`config.mk`:
```
export PLATFORM = sky130hd
export DESIGN_NAME = mandelbrot_membership_test_core
export DESIGN_NICKNAME = d
export VERILOG_FILES = /design/src/rtl/core/mbt_pkg.sv /design/src/rtl/core/mbt_mul.sv /design/src/rtl/core/mbt_engine.sv /design/src/rtl/core/mandelbrot_membership_test_core.sv
export SDC_FILE = /design/constraint.sdc
export NUM_CORES = 2
export LEC_CHECK = 0
export ABC_AREA = 1
export CELL_PAD_IN_SITES_DETAIL_PLACEMENT = 0
export CELL_PAD_IN_SITES_GLOBAL_PLACEMENT = 2
export CORE_ASPECT_RATIO = 1.2
export CORE_MARGIN = 2
export CORE_UTILIZATION = 43
export DETAILED_ROUTE_END_ITERATION = 10
export DONT_BUFFER_PORTS = 1
export PLACE_DENSITY_LB_ADDON = 0.1
export SYNTH_ARGS = -nofsm -noshare
export SYNTH_HDL_FRONTEND = slang
export SYNTH_SLANG_ARGS = --single-unit
```
`constraint.sdc`:
```
create_clock -name clk -period 23.4 [get_ports clk]
set_input_delay 7.02 -clock clk [delete_from_list [all_inputs] [get_ports clk]]
set_output_delay 7.02 -clock clk [all_outputs]
set_load 0.02 [all_outputs]
```
`src/rtl/core/mbt_pkg.sv`:
```
// Shared widths, types and interface structs for the Mandelbrot test core.
// No dependencies; imported by every module of the core.
`timescale 1ns / 1ps

package mbt_pkg;

    // Coordinate format: signed, FRAC_BITS fraction bits
    localparam int COORD_WIDTH = 32;
    localparam int FRAC_BITS   = 28;

    // Working values stay below 32 in magnitude: sign plus 5 integer bits
    localparam int WORK_W  = FRAC_BITS + 6;
    // Range checks on the raw point need at least +/-2 representable
    localparam int CMP_W   = (COORD_WIDTH > FRAC_BITS + 3) ? COORD_WIDTH : FRAC_BITS + 3;
    // Multiplier splits each magnitude into two halves
    localparam int HALF_W  = (WORK_W + 1) / 2;
    localparam int ACC_W   = 4 * HALF_W;
    localparam int ITER_W  = 16;

    typedef logic signed [COORD_WIDTH-1:0] coord_t;
    typedef logic signed [CMP_W-1:0]       cmp_t;
    typedef logic signed [WORK_W-1:0]      work_t;
    typedef logic        [ITER_W-1:0]      iter_t;

    localparam iter_t MAX_ITER_RESET = iter_t'(256);

    typedef struct packed {
        logic  start;
        work_t a;
        work_t b;
    } mul_req_t;

    typedef struct packed {
        logic  done;
        work_t p;
    } mul_rsp_t;

    typedef struct packed {
        logic start;
        logic ack;
    } eng_cmd_t;

    typedef struct packed {
        logic done;
        logic in_set;
    } eng_rsp_t;

endpackage

```
`src/rtl/core/mbt_mul.sv`:
```
// Shared fixed-point multiplier: four half-width partial products, one per cycle.
// Result is the exact product floored to FRAC_BITS fraction bits. Uses mbt_pkg.
`timescale 1ns / 1ps

module mbt_mul (
    input  logic              clk,
    input  logic              rst_n,
    input  mbt_pkg::mul_req_t req,
    output mbt_pkg::mul_rsp_t rsp
);
    import mbt_pkg::*;

    typedef logic [2*HALF_W-1:0] mag_t;
    typedef logic [HALF_W-1:0]   part_t;
    typedef logic [ACC_W-1:0]    acc_t;

    localparam logic [2:0] STEP_PP_LAST = 3'd3;
    localparam logic [2:0] STEP_LAST    = 3'd5;

    logic              busy_reg, busy_next;
    logic [2:0]        step_reg, step_next;
    mag_t              a_mag_reg, a_mag_next;
    mag_t              b_mag_reg, b_mag_next;
    logic              neg_reg, neg_next;
    mag_t              pp_reg, pp_next;
    logic [1:0]        pp_idx_reg, pp_idx_next;
    logic              pp_vld_reg, pp_vld_next;
    acc_t              acc_reg, acc_next;
    logic              done_reg, done_next;
    work_t             p_reg, p_next;

    logic [WORK_W-1:0] a_abs, b_abs;
    part_t             a_part, b_part;
    acc_t              pp_shifted;
    acc_t              prod;

    always_comb
    begin
        a_abs = req.a[WORK_W-1] ? (~req.a + 1'b1) : req.a;
        b_abs = req.b[WORK_W-1] ? (~req.b + 1'b1) : req.b;

        a_part = step_reg[0] ? a_mag_reg[2*HALF_W-1:HALF_W] : a_mag_reg[HALF_W-1:0];
        b_part = step_reg[1] ? b_mag_reg[2*HALF_W-1:HALF_W] : b_mag_reg[HALF_W-1:0];

        unique case (pp_idx_reg)
            2'b00:        pp_shifted = acc_t'(pp_reg);
            2'b01, 2'b10: pp_shifted = acc_t'(pp_reg) << HALF_W;
            2'b11:        pp_shifted = acc_t'(pp_reg) << (2 * HALF_W);
            default:      pp_shifted = acc_t'(pp_reg);
        endcase

        // two's complement of the magnitude, then the floor is a plain bit-select
        prod = neg_reg ? (~acc_reg + 1'b1) : acc_reg;

        busy_next   = busy_reg;
        step_next   = step_reg;
        a_mag_next  = a_mag_reg;
        b_mag_next  = b_mag_reg;
        neg_next    = neg_reg;
        pp_next     = pp_reg;
        pp_idx_next = pp_idx_reg;
        pp_vld_next = 1'b0;
        acc_next    = acc_reg;
        done_next   = 1'b0;
        p_next      = p_reg;

        if (!busy_reg)
        begin
            if (req.start)
            begin
                busy_next  = 1'b1;
                step_next  = '0;
                a_mag_next = mag_t'(a_abs);
                b_mag_next = mag_t'(b_abs);
                neg_next   = req.a[WORK_W-1] ^ req.b[WORK_W-1];
                acc_next   = '0;
            end
        end
        else
        begin
            step_next = step_reg + 1'b1;
            if (step_reg <= STEP_PP_LAST)
            begin
                pp_next     = a_part * b_part;
                pp_idx_next = step_reg[1:0];
                pp_vld_next = 1'b1;
            end
            if (pp_vld_reg)
            begin
                acc_next = acc_reg + pp_shifted;
            end
            if (step_reg == STEP_LAST)
            begin
                busy_next = 1'b0;
                done_next = 1'b1;
                p_next    = $signed(prod[FRAC_BITS +: WORK_W]);
            end
        end
    end

    always_ff @(posedge clk or negedge rst_n)
    begin
        if (!rst_n)
        begin
            busy_reg   <= 1'b0;
            step_reg   <= '0;
            pp_vld_reg <= 1'b0;
            done_reg   <= 1'b0;
        end
        else
        begin
            busy_reg   <= busy_next;
            step_reg   <= step_next;
            pp_vld_reg <= pp_vld_next;
            done_reg   <= done_next;
        end
    end

    always_ff @(posedge clk)
    begin
        a_mag_reg  <= a_mag_next;
        b_mag_reg  <= b_mag_next;
        neg_reg    <= neg_next;
        pp_reg     <= pp_next;
        pp_idx_reg <= pp_idx_next;
        acc_reg    <= acc_next;
        p_reg      <= p_next;
    end

    always_comb
    begin
        rsp.done = done_reg;
        rsp.p    = p_reg;
    end

endmodule

```
`src/rtl/core/mbt_engine.sv`:
```
// Sequencer for the membership test: range checks, cardioid and bulb tests,
// then the z = z*z + c loop, all products through mbt_mul. Uses mbt_pkg.
`timescale 1ns / 1ps

module mbt_engine (
    input  logic              clk,
    input  logic              rst_n,
    input  mbt_pkg::eng_cmd_t cmd,
    input  mbt_pkg::coord_t   c_real,
    input  mbt_pkg::coord_t   c_imag,
    input  mbt_pkg::iter_t    max_iter,
    output mbt_pkg::eng_rsp_t rsp,
    output mbt_pkg::mul_req_t mreq,
    input  mbt_pkg::mul_rsp_t mrsp
);
    import mbt_pkg::*;

    localparam logic [2:0] ST_IDLE = 3'd0;
    localparam logic [2:0] ST_ITER = 3'd1;
    localparam logic [2:0] ST_WAIT = 3'd2;
    localparam logic [2:0] ST_STEP = 3'd3;
    localparam logic [2:0] ST_CARD = 3'd4;
    localparam logic [2:0] ST_DONE = 3'd5;

    localparam logic [2:0] OP_Y2  = 3'd0;  // cy*cy
    localparam logic [2:0] OP_UU  = 3'd1;  // u*u
    localparam logic [2:0] OP_QQU = 3'd2;  // q*(q+u)
    localparam logic [2:0] OP_WW  = 3'd3;  // (cx+1)^2
    localparam logic [2:0] OP_PXY = 3'd4;  // zx*zy
    localparam logic [2:0] OP_NXX = 3'd5;  // new zx squared
    localparam logic [2:0] OP_NYY = 3'd6;  // new zy squared

    localparam cmp_t  C_ZERO      = '0;
    localparam cmp_t  C_ONE       = cmp_t'(1) << FRAC_BITS;
    localparam cmp_t  C_TWO       = cmp_t'(2) << FRAC_BITS;
    localparam cmp_t  C_HALF      = cmp_t'(1) << (FRAC_BITS - 1);
    localparam work_t W_ONE       = work_t'(1) << FRAC_BITS;
    localparam work_t W_TWO       = work_t'(2) << FRAC_BITS;
    localparam work_t W_FOUR      = work_t'(4) << FRAC_BITS;
    localparam work_t W_QUARTER   = work_t'(1) << (FRAC_BITS - 2);
    localparam work_t W_SIXTEENTH = work_t'(1) << (FRAC_BITS - 4);
    localparam work_t W_ZERO      = '0;

    logic [2:0] state_reg, state_next;
    logic [2:0] op_reg, op_next;
    logic       mul_start_reg, mul_start_next;
    work_t      mul_a_reg, mul_a_next;
    work_t      mul_b_reg, mul_b_next;
    work_t      cx_reg, cx_next;
    work_t      cy_reg, cy_next;
    work_t      u_reg, u_next;
    work_t      y2_reg, y2_next;
    work_t      q_reg, q_next;
    work_t      sx_reg, sx_next;
    work_t      sy_reg, sy_next;
    work_t      pxy_reg, pxy_next;
    work_t      zx_reg, zx_next;
    work_t      zy_reg, zy_next;
    iter_t      n_reg, n_next;
    logic       card_reg, card_next;
    logic       bulb_reg, bulb_next;
    logic       in_set_reg, in_set_next;

    cmp_t       cx_c, cy_c;
    work_t      cx_w, cy_w;
    logic       far, card_box, bulb_box;
    work_t      nx, ny;
    logic       nz_far;

    always_comb
    begin
        cx_c = cmp_t'(c_real);
        cy_c = cmp_t'(c_imag);
        cx_w = work_t'(cx_c);
        cy_w = work_t'(cy_c);

        far      = (cx_c > C_TWO) || (cx_c < -C_TWO) || (cy_c > C_TWO) || (cy_c < -C_TWO);
        card_box = (cx_c >= -C_ONE) && (cx_c <= C_HALF) && (cy_c >= -C_ONE) && (cy_c <= C_ONE);
        bulb_box = (cx_c >= -C_TWO) && (cx_c <= C_ZERO) && (cy_c >= -C_ONE) && (cy_c <= C_ONE);

        nx     = sx_reg - sy_reg + cx_reg;
        ny     = (pxy_reg <<< 1) + cy_reg;
        nz_far = (nx > W_TWO) || (nx < -W_TWO) || (ny > W_TWO) || (ny < -W_TWO);

        state_next     = state_reg;
        op_next        = op_reg;
        mul_start_next = 1'b0;
        mul_a_next     = mul_a_reg;
        mul_b_next     = mul_b_reg;
        cx_next        = cx_reg;
        cy_next        = cy_reg;
        u_next         = u_reg;
        y2_next        = y2_reg;
        q_next         = q_reg;
        sx_next        = sx_reg;
        sy_next        = sy_reg;
        pxy_next       = pxy_reg;
        zx_next        = zx_reg;
        zy_next        = zy_reg;
        n_next         = n_reg;
        card_next      = card_reg;
        bulb_next      = bulb_reg;
        in_set_next    = in_set_reg;

        unique case (state_reg)
            ST_IDLE:
            begin
                if (cmd.start)
                begin
                    cx_next   = cx_w;
                    cy_next   = cy_w;
                    u_next    = cx_w - W_QUARTER;
                    card_next = card_box;
                    bulb_next = bulb_box;
                    if (far)
                    begin
                        in_set_next = (max_iter == '0);
                        state_next  = ST_DONE;
                    end
                    else if (card_box || bulb_box)
                    begin
                        mul_start_next = 1'b1;
                        mul_a_next     = cy_w;
                        mul_b_next     = cy_w;
                        op_next        = OP_Y2;
                        state_next     = ST_WAIT;
                    end
                    else
                    begin
                        zx_next    = W_ZERO;
                        zy_next    = W_ZERO;
                        sx_next    = W_ZERO;
                        sy_next    = W_ZERO;
                        n_next     = '0;
                        state_next = ST_ITER;
                    end
                end
            end

            ST_WAIT:
            begin
                if (mrsp.done)
                begin
                    unique case (op_reg)
                        OP_Y2:
                        begin
                            y2_next        = mrsp.p;
                            mul_start_next = 1'b1;
                            op_next        = card_reg ? OP_UU : OP_WW;
                            mul_a_next     = card_reg ? u_reg : (cx_reg + W_ONE);
                            mul_b_next     = card_reg ? u_reg : (cx_reg + W_ONE);
                        end
                        OP_UU:
                        begin
                            q_next     = mrsp.p + y2_reg;
                            state_next = ST_CARD;
                        end
                        OP_QQU:
                        begin
                            if (mrsp.p < (y2_reg >>> 2))
                            begin
                                in_set_next = 1'b1;
                                state_next  = ST_DONE;
                            end
                            else if (bulb_reg)
                            begin
                                mul_start_next = 1'b1;
                                mul_a_next     = cx_reg + W_ONE;
                                mul_b_next     = cx_reg + W_ONE;
                                op_next        = OP_WW;
                            end
                            else
                            begin
                                zx_next    = W_ZERO;
                                zy_next    = W_ZERO;
                                sx_next    = W_ZERO;
                                sy_next    = W_ZERO;
                                n_next     = '0;
                                state_next = ST_ITER;
                            end
                        end
                        OP_WW:
                        begin
                            if ((mrsp.p + y2_reg) < W_SIXTEENTH)
                            begin
                                in_set_next = 1'b1;
                                state_next  = ST_DONE;
                            end
                            else
                            begin
                                zx_next    = W_ZERO;
                                zy_next    = W_ZERO;
                                sx_next    = W_ZERO;
                                sy_next    = W_ZERO;
                                n_next     = '0;
                                state_next = ST_ITER;
                            end
                        end
                        OP_PXY:
                        begin
                            pxy_next   = mrsp.p;
                            state_next = ST_STEP;
                        end
                        OP_NXX:
                        begin
                            sx_next        = mrsp.p;
                            mul_start_next = 1'b1;
                            mul_a_next     = zy_reg;
                            mul_b_next     = zy_reg;
                            op_next        = OP_NYY;
                        end
                        OP_NYY:
                        begin
                            sy_next = mrsp.p;
                            if ((sx_reg + mrsp.p) > W_FOUR)
                            begin
                                in_set_next = 1'b0;
                                state_next  = ST_DONE;
                            end
                            else
                            begin
                                n_next     = n_reg + 1'b1;
                                state_next = ST_ITER;
                            end
                        end
                        default:
                        begin
                            state_next = ST_IDLE;
                        end
                    endcase
                end
            end

            ST_CARD:
            begin
                mul_start_next = 1'b1;
                mul_a_next     = q_reg;
                mul_b_next     = q_reg + u_reg;
                op_next        = OP_QQU;
                state_next     = ST_WAIT;
            end

            ST_ITER:
            begin
                if (n_reg == max_iter)
                begin
                    in_set_next = 1'b1;
                    state_next  = ST_DONE;
                end
                else
                begin
                    mul_start_next = 1'b1;
                    mul_a_next     = zx_reg;
                    mul_b_next     = zy_reg;
                    op_next        = OP_PXY;
                    state_next     = ST_WAIT;
                end
            end

            ST_STEP:
            begin
                if (nz_far)
                begin
                    in_set_next = 1'b0;
                    state_next  = ST_DONE;
                end
                else
                begin
                    // squares of the new z also serve as next pass's zx^2, zy^2
                    zx_next        = nx;
                    zy_next        = ny;
                    mul_start_next = 1'b1;
                    mul_a_next     = nx;
                    mul_b_next     = nx;
                    op_next        = OP_NXX;
                    state_next     = ST_WAIT;
                end
            end

            ST_DONE:
            begin
                if (cmd.ack)
                begin
                    state_next = ST_IDLE;
                end
            end

            default:
            begin
                state_next = ST_IDLE;
            end
        endcase
    end

    always_ff @(posedge clk or negedge rst_n)
    begin
        if (!rst_n)
        begin
            state_reg     <= ST_IDLE;
            op_reg        <= OP_Y2;
            mul_start_reg <= 1'b0;
        end
        else
        begin
            state_reg     <= state_next;
            op_reg        <= op_next;
            mul_start_reg <= mul_start_next;
        end
    end

    always_ff @(posedge clk)
    begin
        mul_a_reg  <= mul_a_next;
        mul_b_reg  <= mul_b_next;
        cx_reg     <= cx_next;
        cy_reg     <= cy_next;
        u_reg      <= u_next;
        y2_reg     <= y2_next;
        q_reg      <= q_next;
        sx_reg     <= sx_next;
        sy_reg     <= sy_next;
        pxy_reg    <= pxy_next;
        zx_reg     <= zx_next;
        zy_reg     <= zy_next;
        n_reg      <= n_next;
        card_reg   <= card_next;
        bulb_reg   <= bulb_next;
        in_set_reg <= in_set_next;
    end

    always_comb
    begin
        mreq.start = mul_start_reg;
        mreq.a     = mul_a_reg;
        mreq.b     = mul_b_reg;
        rsp.done   = (state_reg == ST_DONE);
        rsp.in_set = in_set_reg;
    end

endmodule

```
`src/rtl/core/mandelbrot_membership_test_core.sv`:
```
// Result paths: a far-out point is answered by the range check alone; a cardioid or
//   bulb hit ends the test early, the bulb test also following a failed cardioid test;
//   otherwise the z loop runs until z escapes or max_iterations passes are done.
// Throughput: one point at a time, the next one taken once the result shows; set by
//   the shared multiplier (three products per iteration) and the loop-carried z.
// Reset: async active-low; max_iterations returns to 256, no result pending.
`timescale 1ns / 1ps

// Top level: point/result handshakes, max_iterations register, output register.
// Instantiates mbt_engine (sequencer) and mbt_mul (shared multiplier).
module mandelbrot_membership_test_core (
    input  logic                  clk,
    input  logic                  rst_n,
    // point channel
    input  logic                  pt_valid,
    output logic                  pt_stall,
    input  mbt_pkg::coord_t       c_real,
    input  mbt_pkg::coord_t       c_imag,
    // result channel
    output logic                  res_valid,
    input  logic                  res_stall,
    output logic                  in_set,
    // configuration
    input  logic                  cfg_wr_en,
    input  mbt_pkg::iter_t        cfg_wr_data
);
    import mbt_pkg::*;

    iter_t     max_iter_reg, max_iter_next;
    logic      busy_reg, busy_next;
    logic      res_valid_reg, res_valid_next;
    logic      in_set_reg, in_set_next;

    logic      pt_accept;
    logic      res_take;
    eng_cmd_t  ecmd;
    eng_rsp_t  ersp;
    mul_req_t  mreq;
    mul_rsp_t  mrsp;

    // busy covers the whole point transaction until its result reaches the
    // output register; the output register lets the next point start while
    // the previous result still waits downstream.
    always_comb
    begin
        pt_accept = pt_valid && !busy_reg;
        res_take  = ersp.done && (!res_valid_reg || !res_stall);

        ecmd.start = pt_accept;
        ecmd.ack   = res_take;

        max_iter_next = cfg_wr_en ? cfg_wr_data : max_iter_reg;

        busy_next = busy_reg;
        if (pt_accept)
        begin
            busy_next = 1'b1;
        end
        else if (res_take)
        begin
            busy_next = 1'b0;
        end

        res_valid_next = res_valid_reg;
        if (res_take)
        begin
            res_valid_next = 1'b1;
        end
        else if (!res_stall)
        begin
            res_valid_next = 1'b0;
        end

        in_set_next = res_take ? ersp.in_set : in_set_reg;
    end

    always_ff @(posedge clk or negedge rst_n)
    begin
        if (!rst_n)
        begin
            max_iter_reg  <= MAX_ITER_RESET;
            busy_reg      <= 1'b0;
            res_valid_reg <= 1'b0;
        end
        else
        begin
            max_iter_reg  <= max_iter_next;
            busy_reg      <= busy_next;
            res_valid_reg <= res_valid_next;
        end
    end

    always_ff @(posedge clk)
    begin
        in_set_reg <= in_set_next;
    end

    // sequencer: range check, cardioid and bulb shortcuts, escape loop
    mbt_engine u_engine (
        .clk      (clk),
        .rst_n    (rst_n),
        .cmd      (ecmd),
        .c_real   (c_real),
        .c_imag   (c_imag),
        .max_iter (max_iter_reg),
        .rsp      (ersp),
        .mreq     (mreq),
        .mrsp     (mrsp)
    );

    // the one multiplier every product goes through
    mbt_mul u_mul (
        .clk   (clk),
        .rst_n (rst_n),
        .req   (mreq),
        .rsp   (mrsp)
    );

    assign pt_stall  = busy_reg;
    assign res_valid = res_valid_reg;
    assign in_set    = in_set_reg;

endmodule

```
==> results.json <==
{
  "port_buffers": 0,
  "synthArstFlopShare_pct": 4.936,
  "coreArea_um2": 124900,
  "hold_path.startpoint": "u_engine.in_set_reg",
  "status": "finished, final reports clean",
  "routabilityCongestion": 0.9709,
  "final_nets": 7682,
  "die_y_um": 393.0,
  "ys.warnings.count": 0,
  "crit_path_top_delay_cell": "nor4_2",
  "timing.final.hold_violations": 0,
  "cp-start-kind": "input pin",
  "clk_pin_slew_ns": 0.06,
  "avgRoutedWirePerCell_um": 23.17,
  "track_usage_pct": 31.37,
  "crit_required_ns": 23.71,
  "grt_pass1_wl_um": 297100,
  "synth_largest_area_cell": "edfxtp_1",
  "grt_remaining_overflow": 0,
  "path_cells": "nor4_2 -> nand4_1 -> o211ai_1 -> o2111ai_1 -> nand2_1 -> nand3b_1 -> nor3_4 -> buf_4 -> o21a_1",
  "setup_ws_ns": 12.83,
  "cp_max_fo": 35,
  "timing.fmax_mhz": 94.59,
  "relSlewSlack_pct": 22.93,
  "avgViaCountPerCell": 5.354,
  "area_growth_pct": 9.045,
  "rows": 142,
  "yosys.cell_types.count": 61,
  "maxCapViolations": 0,
  "tightest_slew_ns": 1.156,
  "hold_buffers": 0,
  "synth_area_leaders": "edfxtp_1, nand2_1, inv_1",
  "drv_slew": 0,
  "htree_levels": 3,
  "fill_cells": 12669,
  "synth_area_um2": 54210,
  "io_pins": 88,
  "crit_path_start": "c_real[5]",
  "grt_pass1_vias": 45387,
  "yosysMostFrequentCell": "nand2_1",
  "drc": 0,
  "fin_crit_sh_pct": 45.18,
  "max_stage_delay_ns": 0.90,
  "syn_nets": 7652,
  "first_iter_violations": 3819,
  "numCtsBuffers": 74,
  "ant_nets": 0,
  "synthFlopType": "edfxtp_1",
  "post-cts-setup-buffer-count": 0,
  "reg2reg_from": "u_mul.step_reg[1]",
  "cts_max_path_buffers": 3,
  "finalSetupTns_ns": 0,
  "die_area_um2": 128900,
  "yosysSeqAreaShare_pct": 34.50,
  "min_path_type": "reg -> reg",
  "setup_viol": 0,
  "critical_path_class": "in -> reg",
  "timing.clock.skew_ns": 0.05700,
  "synth_edf_count": 597,
  "post_synth.cell_area_avg_um2": 7.826,
  "grt_max_degree": 75,
  "hpwl_um": 165900,
  "clock-sinks": 628,
  "cts_root_buf": "clkbuf_16",
  "synth_top_area_share_pct": 33.07,
  "largest_reg_flops": 62,
  "start_util_pct": 43.40,
  "dr_total_vias": 46453,
  "antenna_found_initial": 5,
  "cts_tree": "done",
  "synth_commonest_cells": "nand2_1, inv_1, nor2_1, edfxtp_1, a21oi_1",
  "pre_cts_slack_ns": 12.13,
  "final_layout_size_suffix_gt1_share_pct": 5.044,
  "syn_inst": 6927,
  "fin_crit_ns": 10.57,
  "ys_seq_elements": 628,
  "wl_um": 201000,
  "worst_skew_pair.late_latency_ns": 0.72,
  "firstDrtPassIters": 6,
  "rsz0062_at_grt": "false",
  "die_w_um": 328.1,
  "cts_resized": 0,
  "end_kind": "flip-flop",
  "critPathArrivalTime_ns": 10.88
}
## through the flow
| step | util (%) | cells | area [um2] | hold WS, ns |
|---|---|---|---|---|
| 2_1_floorplan | - | 6927 | 54210 | 0.4003 |
| 3_3_place_gp | 45.15 | 8537 | 56390 | 0.4411 |
| 3_5_place_dp | 45.15 | 8537 | 56390 | 0.4257 |
| 4_1_cts | 47.32 | 8674 | 59110 | 0.4395 |
| 5_1_grt | 47.33 | 8675 | 59110 | 0.4432 |
| 6_report | 47.33 | 8676 | 59110 | 0.4488 |
## path summary, 6_finish.rpt
path                                      to  slack [ns]  cells past startpoint
setup reg to reg            u_mul.pp_reg[33]       14.80                     22
hold reg to reg                       in_set        0.45                      0
setup / recovery           u_engine.n_reg[4]       12.83                      9
hold / removal                        in_set        0.45                      0
min in group asynchronous    max_iter_reg[9]        6.02                      0
max in group asynchronous    max_iter_reg[8]       17.21                      0
## final cells by class
cell class	instances	area (um2)	share of cell area [%]
sequential	628	18700	31.64
timing repair buffer	45	337.8	0.5715
inverter	1443	5416	9.163
clock buffer	87	1962	3.319
clock inverter	50	753.2	1.274
tap	1656	2072	3.505
antenna	2	5.005	0.008467
multi-input combinational	4765	29860	50.52
## per-layer routing
| layer | GRT usage, % | share of wire, % |
|---|---|---|
| met1 | 43.57 | 45 |
| met2 | 51.01 | 46 |
| met3 | 3.679 | 5.7 |
| met4 | 9.992 | 3.3 |
| met5 | 0 | 0.020 |
## logic make-up after synthesis
family,Yosys count,share of synthesized area [%]
flops,628,34.50
mux,11,0.2285
simple gates,2976,23.03
buf+inv,1534,10.63
fa+ha+maj,640,18.40
xor+xnor,216,3.504
compound gates,922,9.706
## critical path: cells and delay by family
kind                   cells  cell delay, ns
and+or+nand+nor            5            1.89
AOI/OAI and AO/OA          3            1.44
buffers and inverters      1            0.49
## placed cells by master, fill, tap and decap left out, types with 33 or more instances in the layout
cell / synthesis / final
xnor2_1: 72 / 72
inv_1: 1407 / 1405
edfxtp_1: 597 / 597
buf_4: 0 / 45
nor4_1: 39 / 37
nand2_1: 1602 / 1602
o21ai_0: 227 / 220
nand4_1: 103 / 103
o21a_1: 33 / 33
nor3_1: 72 / 72
o22ai_1: 41 / 41
xor2_1: 143 / 143
fa_1: 262 / 262
or2_2: 51 / 51
clkbuf_16: 0 / 75
ha_1: 378 / 378
nor2_1: 756 / 745
a31oi_1: 51 / 51
nand3_1: 242 / 242
a21oi_1: 403 / 403
Power is not shown: default switching activity piles up to over one toggle a cycle in this logic, so the estimate is an artifact.
